--- src/rtl/core/nei_pkg.sv ---
// Shared types and constants of the next extremum index finder.
package nei_pkg;

    // Configuration register indexes.
    typedef enum logic [0:0] {
        CFG_FIND_MAXIMUM = 1'b0,
        CFG_START_INDEX  = 1'b1
    } t_cfg_idx;

    // Widths fixed by the item and register layout.
    localparam int CFG_DATA_BITS = 16;
    localparam int START_BITS    = 16;
    localparam int INDEX_BITS    = 16;
    localparam int FLAT_BITS     = 16;

    // The flat count saturates at its top value.
    localparam logic [FLAT_BITS-1:0] FLAT_MAX = '1;

    // Control of the item held in the input register.
    typedef struct packed {
        logic valid;
        logic last;
    } t_in_ctl;

endpackage

--- src/rtl/core/nei_if.sv ---
// Channel interfaces: sample items in, result items out, configuration writes.
interface nei_in_if #(
    parameter int SAMPLE_BITS = 16
);
    logic                          valid;
    logic                          ready;
    logic signed [SAMPLE_BITS-1:0] sample;
    logic                          last_sample;

    modport source (output valid, output sample, output last_sample, input ready);
    modport sink   (input valid, input sample, input last_sample, output ready);
endinterface

interface nei_out_if;
    logic        valid;
    logic        ready;
    logic [15:0] extremum_index;
    logic        found;

    modport source (output valid, output extremum_index, output found, input ready);
    modport sink   (input valid, input extremum_index, input found, output ready);
endinterface

interface nei_cfg_if;
    logic        valid;
    logic        ready;
    logic [0:0]  index;
    logic [15:0] data;

    modport source (output valid, output index, output data, input ready);
    modport sink   (input valid, input index, input data, output ready);
endinterface

--- src/rtl/core/nei_in_stage.sv ---
// Input register that holds one sample item until the search stage takes it.
module nei_in_stage #(
    parameter int SAMPLE_BITS = 16
) (
    input  logic                          i_clk,
    input  logic                          i_rst_n,
    nei_in_if.sink                        i_in,
    input  logic                          i_advance,
    output nei_pkg::t_in_ctl              o_ctl,
    output logic signed [SAMPLE_BITS-1:0] o_sample
);
    import nei_pkg::*;

    logic                          r_valid;
    logic                          r_last;
    logic signed [SAMPLE_BITS-1:0] r_sample;
    logic                          accept;

    // The register takes a new item when empty or when its item moves on.
    assign i_in.ready = !r_valid || i_advance;
    assign accept     = i_in.valid && i_in.ready;

    always_ff @(posedge i_clk) begin
        if (!i_rst_n) begin
            r_valid <= 1'b0;
        end else if (accept) begin
            r_valid <= 1'b1;
        end else if (i_advance) begin
            r_valid <= 1'b0;
        end
    end

    // Payload needs no reset.
    always_ff @(posedge i_clk) begin
        if (accept) begin
            r_sample <= i_in.sample;
            r_last   <= i_in.last_sample;
        end
    end

    assign o_ctl.valid = r_valid;
    assign o_ctl.last  = r_last;
    assign o_sample    = r_sample;

endmodule

--- src/rtl/core/nei_search.sv ---
// Per-channel search state and the result register.
module nei_search #(
    parameter int MAX_LENGTH  = 65536,
    parameter int SAMPLE_BITS = 16
) (
    input  logic                               i_clk,
    input  logic                               i_rst_n,
    input  nei_pkg::t_in_ctl                   i_ctl,
    input  logic signed [SAMPLE_BITS-1:0]      i_sample,
    input  logic                               i_find_maximum,
    input  logic [nei_pkg::START_BITS-1:0]     i_start_index,
    output logic                               o_advance,
    nei_out_if.source                          o_out
);
    import nei_pkg::*;

    localparam int PW = (MAX_LENGTH > 2) ? $clog2(MAX_LENGTH) : 1;
    localparam int CW = ((PW > START_BITS) ? PW : START_BITS) + 1;
    localparam int IW = (PW > INDEX_BITS) ? PW : INDEX_BITS;
    localparam logic [PW-1:0] POS_LAST = PW'(MAX_LENGTH - 1);

    logic [PW-1:0]                 r_position, n_position;
    logic signed [SAMPLE_BITS-1:0] r_prev, n_prev;
    logic signed [SAMPLE_BITS-1:0] r_cur, n_cur;
    logic                          r_grad, n_grad;
    logic [FLAT_BITS-1:0]          r_flat, n_flat;
    logic                          r_done, n_done;

    logic                  r_out_valid;
    logic [INDEX_BITS-1:0] r_out_index, n_out_index;
    logic                  r_out_found, n_out_found;
    logic                  emit;

    logic [CW-1:0] pos_ext;
    logic [CW-1:0] start0;
    logic [CW-1:0] start1;
    logic [IW-1:0] cand;
    logic [IW-1:0] half;
    logic [IW-1:0] turn_idx;
    logic [IW-1:0] pos_wide;
    logic          grad_now;
    logic          turn;

    // The item moves on when the result register is free or being emptied.
    assign o_advance = i_ctl.valid && (!r_out_valid || o_out.ready);

    // Index arithmetic for the candidate at position minus one.
    assign pos_ext  = CW'(r_position);
    assign start0   = CW'(i_start_index);
    assign start1   = start0 + CW'(1);
    assign pos_wide = IW'(r_position);
    assign cand     = pos_wide - IW'(1);
    assign half     = IW'(r_flat >> 1);
    assign turn_idx = (half > cand) ? '0 : cand - half;

    // Gradient and turn tests against the held neighbors.
    assign grad_now = r_grad || (i_find_maximum ? (r_cur > r_prev) : (r_cur < r_prev));
    assign turn     = i_find_maximum ? (r_cur > i_sample) : (r_cur < i_sample);

    // Next search state and result for the item in the input register.
    always_comb begin
        n_position  = r_position;
        n_prev      = r_prev;
        n_cur       = r_cur;
        n_grad      = r_grad;
        n_flat      = r_flat;
        n_done      = r_done;
        emit        = 1'b0;
        n_out_index = r_out_index;
        n_out_found = r_out_found;

        if (!r_done) begin
            if (pos_ext == start0) begin
                n_prev = i_sample;
            end else if (pos_ext == start1) begin
                n_cur = i_sample;
            end else if (pos_ext > start1) begin
                n_grad = grad_now;
                if (grad_now) begin
                    if (turn) begin
                        emit        = 1'b1;
                        n_out_index = turn_idx[INDEX_BITS-1:0];
                        n_out_found = 1'b1;
                        n_done      = 1'b1;
                    end else if (r_cur == i_sample && r_flat != FLAT_MAX) begin
                        n_flat = r_flat + FLAT_BITS'(1);
                    end
                end
                n_prev = r_cur;
                n_cur  = i_sample;
            end
        end

        // The last sample closes the channel, with a fallback if nothing was found.
        if (i_ctl.last) begin
            if (!n_done) begin
                emit        = 1'b1;
                n_out_index = pos_wide[INDEX_BITS-1:0];
                n_out_found = 1'b0;
            end
            n_position = '0;
            n_prev     = '0;
            n_cur      = '0;
            n_grad     = 1'b0;
            n_flat     = '0;
            n_done     = 1'b0;
        end else if (r_position != POS_LAST) begin
            n_position = r_position + PW'(1);
        end
    end

    // Search state registers.
    always_ff @(posedge i_clk) begin
        if (!i_rst_n) begin
            r_position <= '0;
            r_prev     <= '0;
            r_cur      <= '0;
            r_grad     <= 1'b0;
            r_flat     <= '0;
            r_done     <= 1'b0;
        end else if (o_advance) begin
            r_position <= n_position;
            r_prev     <= n_prev;
            r_cur      <= n_cur;
            r_grad     <= n_grad;
            r_flat     <= n_flat;
            r_done     <= n_done;
        end
    end

    // Result register valid flag.
    always_ff @(posedge i_clk) begin
        if (!i_rst_n) begin
            r_out_valid <= 1'b0;
        end else if (o_advance && emit) begin
            r_out_valid <= 1'b1;
        end else if (o_out.ready) begin
            r_out_valid <= 1'b0;
        end
    end

    // Result payload.
    always_ff @(posedge i_clk) begin
        if (o_advance && emit) begin
            r_out_index <= n_out_index;
            r_out_found <= n_out_found;
        end
    end

    assign o_out.valid          = r_out_valid;
    assign o_out.extremum_index = r_out_index;
    assign o_out.found          = r_out_found;

`ifndef SYNTHESIS
    // A fallback result only comes from the last sample of a channel.
    a_fallback_on_last: assert property (@(posedge i_clk) disable iff (!i_rst_n)
        (o_advance && emit && !n_out_found) |-> i_ctl.last)
        else $error("fallback result on a sample that is not the last");

    // A channel whose result is out gives no second one.
    a_one_per_channel: assert property (@(posedge i_clk) disable iff (!i_rst_n)
        (o_advance && r_done) |-> !emit)
        else $error("second result in one channel");

    // The last sample leaves the channel state cleared.
    a_clear_on_last: assert property (@(posedge i_clk) disable iff (!i_rst_n)
        (o_advance && i_ctl.last) |=> (r_position == '0 && !r_done && !r_grad && r_flat == '0))
        else $error("channel state not cleared after the last sample");

    // The position never runs past the longest channel.
    a_position_bound: assert property (@(posedge i_clk) disable iff (!i_rst_n)
        r_position <= POS_LAST)
        else $error("position beyond the longest channel");
`endif

endmodule

--- src/rtl/core/next_extremum_index_finder.sv ---
// Top level of the next extremum index finder: configuration registers and the two stages.
//
//   channel  | dir | payload                         | handshake
//   ---------+-----+---------------------------------+------------
//   i_in     | in  | sample, last_sample             | valid/ready
//   o_out    | out | extremum_index, found           | valid/ready
//   i_cfg    | in  | index, data                     | valid/ready
//
// One sample item is accepted every cycle while o_out does not stall; the search state is
// updated in a single pass between the input register and the result register.
// A result is valid on o_out once its item has moved from the input register into the result register.
// Reset clears the channel state and loads find_maximum = 1, start_index = 0.
// A stalled result register holds the input register, which then stops i_in.
// Configuration writes are taken in any cycle.
module next_extremum_index_finder #(
    parameter int MAX_LENGTH  = 65536,
    parameter int SAMPLE_BITS = 16
) (
    input  logic       i_clk,
    input  logic       i_rst_n,
    nei_in_if.sink     i_in,
    nei_out_if.source  o_out,
    nei_cfg_if.sink    i_cfg
);
    import nei_pkg::*;

    logic                          r_find_maximum;
    logic [START_BITS-1:0]         r_start_index;
    t_in_ctl                       in_ctl;
    logic signed [SAMPLE_BITS-1:0] in_sample;
    logic                          advance;
    t_cfg_idx                      cfg_idx;

    // Configuration registers.
    assign i_cfg.ready = 1'b1;
    assign cfg_idx     = t_cfg_idx'(i_cfg.index);

    always_ff @(posedge i_clk) begin
        if (!i_rst_n) begin
            r_find_maximum <= 1'b1;
            r_start_index  <= '0;
        end else if (i_cfg.valid) begin
            unique case (cfg_idx)
                CFG_FIND_MAXIMUM: r_find_maximum <= i_cfg.data[0];
                CFG_START_INDEX:  r_start_index  <= i_cfg.data[START_BITS-1:0];
                default:          r_find_maximum <= r_find_maximum;
            endcase
        end
    end

    // Input register.
    nei_in_stage #(
        .SAMPLE_BITS (SAMPLE_BITS)
    ) u_in_stage (
        .i_clk     (i_clk),
        .i_rst_n   (i_rst_n),
        .i_in      (i_in),
        .i_advance (advance),
        .o_ctl     (in_ctl),
        .o_sample  (in_sample)
    );

    // Search state and result register.
    nei_search #(
        .MAX_LENGTH  (MAX_LENGTH),
        .SAMPLE_BITS (SAMPLE_BITS)
    ) u_search (
        .i_clk          (i_clk),
        .i_rst_n        (i_rst_n),
        .i_ctl          (in_ctl),
        .i_sample       (in_sample),
        .i_find_maximum (r_find_maximum),
        .i_start_index  (r_start_index),
        .o_advance      (advance),
        .o_out          (o_out)
    );

endmodule

--- src/flat_wrapper.sv ---
// flat-port wrapper written by rule: the top's interface ports become plain ports
module next_extremum_index_finder_flat import nei_pkg::*;
#(
    parameter int MAX_LENGTH  = 65536,
    parameter int SAMPLE_BITS = 16
)
  (i_clk, i_rst_n, i_in_valid, i_in_sample, i_in_last_sample, i_in_ready, o_out_valid, o_out_extremum_index, o_out_found, o_out_ready, i_cfg_valid, i_cfg_index, i_cfg_data, i_cfg_ready);
  nei_in_if #(.SAMPLE_BITS(SAMPLE_BITS)) i_in_i ();
  nei_out_if o_out_i ();
  nei_cfg_if i_cfg_i ();
  input  logic i_clk;
  input  logic i_rst_n;
  input wire logic [$bits(i_in_i.valid)-1:0] i_in_valid;
  input wire logic [$bits(i_in_i.sample)-1:0] i_in_sample;
  input wire logic [$bits(i_in_i.last_sample)-1:0] i_in_last_sample;
  output wire logic [$bits(i_in_i.ready)-1:0] i_in_ready;
  output wire logic [$bits(o_out_i.valid)-1:0] o_out_valid;
  output wire logic [$bits(o_out_i.extremum_index)-1:0] o_out_extremum_index;
  output wire logic [$bits(o_out_i.found)-1:0] o_out_found;
  input wire logic [$bits(o_out_i.ready)-1:0] o_out_ready;
  input wire logic [$bits(i_cfg_i.valid)-1:0] i_cfg_valid;
  input wire logic [$bits(i_cfg_i.index)-1:0] i_cfg_index;
  input wire logic [$bits(i_cfg_i.data)-1:0] i_cfg_data;
  output wire logic [$bits(i_cfg_i.ready)-1:0] i_cfg_ready;
  assign i_in_i.valid = i_in_valid;
  assign i_in_i.sample = i_in_sample;
  assign i_in_i.last_sample = i_in_last_sample;
  assign i_in_ready = i_in_i.ready;
  assign o_out_valid = o_out_i.valid;
  assign o_out_extremum_index = o_out_i.extremum_index;
  assign o_out_found = o_out_i.found;
  assign o_out_i.ready = o_out_ready;
  assign i_cfg_i.valid = i_cfg_valid;
  assign i_cfg_i.index = i_cfg_index;
  assign i_cfg_i.data = i_cfg_data;
  assign i_cfg_ready = i_cfg_i.ready;
  next_extremum_index_finder #(.MAX_LENGTH(MAX_LENGTH), .SAMPLE_BITS(SAMPLE_BITS)) u_core (.i_clk(i_clk), .i_rst_n(i_rst_n), .i_in(i_in_i), .o_out(o_out_i), .i_cfg(i_cfg_i));
endmodule
--- config.mk ---
export PLATFORM = sky130hd
export DESIGN_NAME = next_extremum_index_finder_flat
export DESIGN_NICKNAME = d
export VERILOG_FILES = /design/src/rtl/core/nei_pkg.sv /design/src/rtl/core/nei_if.sv /design/src/rtl/core/nei_in_stage.sv /design/src/rtl/core/nei_search.sv /design/src/rtl/core/next_extremum_index_finder.sv /design/src/flat_wrapper.sv
export SDC_FILE = /design/constraint.sdc
export NUM_CORES = 1
export LEC_CHECK = 0
export BUFFER_PORTS_ARGS = -buffer_cell sky130_fd_sc_hd__buf_2
export CORE_UTILIZATION = 43
export CTS_CLUSTER_SIZE = 8
export DETAILED_ROUTE_END_ITERATION = 6
export PLACE_DENSITY_LB_ADDON = 0.15
export SYNTH_ARGS = -nofsm -noshare
export SYNTH_HDL_FRONTEND = slang
export SYNTH_HIERARCHICAL = 1
export SYNTH_SLANG_ARGS = --single-unit
--- constraint.sdc ---
create_clock -name i_clk -period 3.8 [get_ports i_clk]
set_input_delay 0.38 -clock i_clk [delete_from_list [all_inputs] [get_ports i_clk]]
set_output_delay 0.38 -clock i_clk [all_outputs]
set_load 0.02 [all_outputs]
==> results.md <==
* Synth Net Count at 1063
* Asr flop ratio synth at 0
* Final nets at 1140
* Worst-path maximum fanout at 7
* Internal at 2.66 mW
* FF-to-FF setup slack at 150 ps
* CTS Buf Count at 17
* Die W at 139 um
* Placed cell areas at 0.00871 mm2
* Crit path time final at 3650 ps
* RSZ-0062 raised after global routing: yes
* Share of cells above drive strength 1 at 0.189
* Syn_area_per_cell at 8.40 um2
* Crit path cell chain: or4_4, or3_4, or3_4, nor2_1, xor2_1, ha_1, nor2_2, inv_1, a21oi_1, a21oi_1, a211oi_2, buf_4, nor2_1, mux2i_1, o21ai_0
* Worst-Skew Late Latency at 420 ps
* Synth top area cells: dfxtp_1 (21%), edfxtp_1 (13%), ha_1 (10%), xor2_1 (5.2%), nor2_1 (4.8%)
* Core Box Area at 0.0181 mm2
* Ant diodes at 0
* Clk Tree Root Cell: clkbuf_16
* Routed vias/inst at 5.37
* Leakage power at 3.86 nW
* Hold crit path type: in -> reg
* Fraction of power consumed by the clock network at 0.447
* I/O pins at 59
* Comb power frac at 0.182
* Area grow syn2layout at 19.0%
* Htree depth at 4
* GR peak layer: met2
* Flop and latch count out of synthesis at 119
* Starting Density at 0.442
* Skew final at 7.22 ps
* Antenna viol nets, final at 0
* Clk slew on worst S/H paths at 60 ps
* Die Height at 139 um
* Worst Tran Pin Value at 924 ps
* DP HPWL at 13900 um
* Crit. End Element: flop
* Worst slew margin at 0.374
* DR pass1 iterations at 6
* Period utilization at 0.960
* Crit-path slowest cell: or4_4
* Fin worst setup slack at 153 ps
* Pwr/cell area at 390 mW/mm2
* Seq pwr share at 0.371
* Initial DRC Count at 371
* Final Max Slew Viols at 0
* Worst EP arrival at 3810 ps
* Vias at 6850
* Setup Slack @ Placement at -5.55 ps
* VDD IR-drop max at 0.328 mV
* Largest net degree at the start of global routing at 40
* Residual DRC count at 4
* Design Area, Final at 0.00955 mm2
* WL final at 19900 um
* Cells after synthesis at 956
* Buffer depth of the longest clock path at 2
* Crit path largest cell delay at 550 ps
* Met2 Resource Use GR at 0.314
* Failing checks: DRC
* Met3 Use GR at 0.0311
* DIE AREA at 0.0192 mm2
* Number of library cell types mapped by synthesis at 65
* Sequential area share after synthesis at 0.339
* Startpoint Class: flop
* CTS tree: yes
* # setup viols final at 0
* Row count at 49
* Initial antenna violation count at 0
* Gpl congestion at 0.812
* Ys Warns at 6
* Fmax at 274 MHz
* Cell Area, Synth at 0.00803 mm2
* Port Buf Inserts at 57
* CP Class: reg -> reg
* Grt total ovfl at 0
* Final hold violations at 0
* Vias in the first global route at 6239
* Status: finished, violations left
* MaxCap Viol Count at 0
* WL/cell at 15.6 um
* Post-synth EDFFs at 34
* Tot GR Track Use at 0.208
* Setup TNS at 0 ps
* Leading area contributor after synthesis: dfxtp_1
* GR Util met1 at 0.302
* First-pass GRT wire length at 32100 um
* Sw power at 1.06 mW
* Switch share at 0.286
* Top cell type's share of synthesized area at 0.212
* Worst endpoint required time at 3960 ps
* Clock sink count at 119
* Synth Flop Type: dfxtp_1
[area by class of cell]
cell class	count	area, um2
fillers	1738	8600
flip-flops and latches	119	2730
repair buffers	110	758
clock buffers	17	425
multi-input cells	716	4910
inverters	69	259
well taps	229	287
clock inverters	15	176
[worst paths after layout]
kind,from,endpoint,cells past startpoint
setup / recovery,u_core/u_search/pos_wide[2]$_SDFFE_PN0P_,u_core/u_search/o_out.extremum_index[5]$_DFFE_PP_,15
hold / removal,i_in_sample[7],u_core/u_in_stage/o_sample[7]$_DFFE_PP_,1
setup reg to reg,u_core/u_search/pos_wide[2]$_SDFFE_PN0P_,u_core/u_search/o_out.extremum_index[5]$_DFFE_PP_,15
hold reg to reg,u_core/u_search/r_prev[8]$_SDFFE_PN0P_,u_core/u_search/r_prev[8]$_SDFFE_PN0P_,2
[layer usage]
metal  part of all wire  routed length [um]
met5                  0                   0
met2               0.43                8550
met1               0.53               10500
met3              0.031                 617
met4              0.013                 255
[cell usage after synthesis (8+ instances only)]
master,number
or3_1,22
nor2_1,102
xor2_1,48
clkbuf_1,22
nand2_1,88
buf_2,20
nand4_1,37
a21oi_1,73
ha_1,67
xnor2_1,21
nand2b_1,8
mux2i_1,30
o21ai_2,10
edfxtp_1,34
nor3_1,13
dfxtp_1,85
nand3_1,24
nor2b_1,13
and3_1,12
or4_1,13
o21ai_0,38
nor4_1,12
o211ai_1,12
inv_1,67
[registers in the layout, summed over array words and instances, names as in the netlist]
signal                                flops
u_core/u_search/r_flat                   16
u_core/u_search/o_out.found               1
u_core/u_in_stage/r_valid                 1
u_core/u_search/r_cur                    16
u_core/u_search/r_grad                    1
u_core/u_search/pos_wide                 16
u_core/u_search/o_out.valid               1
u_core/r_find_maximum                     1
u_core/r_start_index                     16
u_core/u_in_stage/o_sample               16
u_core/u_search/r_prev                   16
u_core/u_in_stage/r_last                  1
u_core/u_search/o_out.extremum_index     16
u_core/u_search/r_done                    1
[layout by cell type (no fill, tap or decap), types with 4 or more instances in the layout]
master	Yosys	routed
xor2_1	48	48
or3_1	22	20
and3_1	12	12
and4_1	4	4
nor2b_1	13	13
a21oi_1	73	71
nand2_1	88	86
inv_6	0	4
edfxtp_1	34	34
nor2_1	102	100
nor3_1	13	10
a31oi_1	4	4
dfxtp_1	85	79
clkinvlp_4	0	4
dfxtp_2	0	6
ha_1	67	66
buf_2	20	57
o21ai_2	10	12
o21a_1	5	5
buf_4	7	46
or4_1	13	11
xnor2_1	21	21
nand2b_1	8	8
o211ai_1	12	12
inv_1	67	67
nand3_1	24	23
nand4_1	37	37
o31ai_1	6	6
o21ai_0	38	35
nor4_1	12	12
clkbuf_16	0	18
buf_12	0	4
a21oi_2	2	4
mux2i_1	30	29
[critical path: cells and delay by family (launching register included)]
kind	cells	cell delay [ps]
AND/OR/NAND/NOR	6	1600
AO/OA/AOI/OAI	4	630
flip-flops	1	310
buffers and inverters	2	290
adder cells (fa/ha/maj)	1	280
XOR/XNOR	1	160
multiplexers	1	120
[power groups by stage]
stage | logic, mW | registers (mW) | clock network (mW)
after floorplan | 0.464 | 1.41 | 0
final | 0.677 | 1.38 | 1.67
after global routing | 0.752 | 1.39 | 1.74
after global placement | 0.640 | 1.41 | 0
after detailed placement | 0.642 | 1.41 | 0
after CTS | 0.647 | 1.38 | 1.70
[per-stage QoR]
step	cells	util	hold WS, ps	power (mW)
finish	1275	0.526	129	3.72
global route	1275	0.526	109	3.88
detailed placement	1230	0.480	443	2.05
floorplan	956	-	432	1.88
CTS	1262	0.514	113	3.72
global placement	1230	0.480	439	2.05
[what timing repair did]
action / CTS / global route
endpoints found under the hold margin: 0 / 0
endpoints found under the setup margin: 2 / 43
pin swaps: 0 / 22
resized for setup: 3 / 29
setup buffers: 0 / 9
hold buffers: 0 / 0
gates cloned: 0 / 4
[kinds of logic (layout without fill, tap and decap cells)]
group | Yosys count | count (layout) | share of synthesized area
other cells | 1 | 1 | 0.000467
simple gates | 362 | 362 | 0.227
mux | 32 | 32 | 0.0412
fa+ha+maj | 68 | 68 | 0.107
flops | 119 | 119 | 0.339
xor+xnor | 69 | 69 | 0.0753
buf+inv | 123 | 211 | 0.0670
compound gates | 182 | 184 | 0.143
No activity file was read; power rests on OpenSTA's default activity.
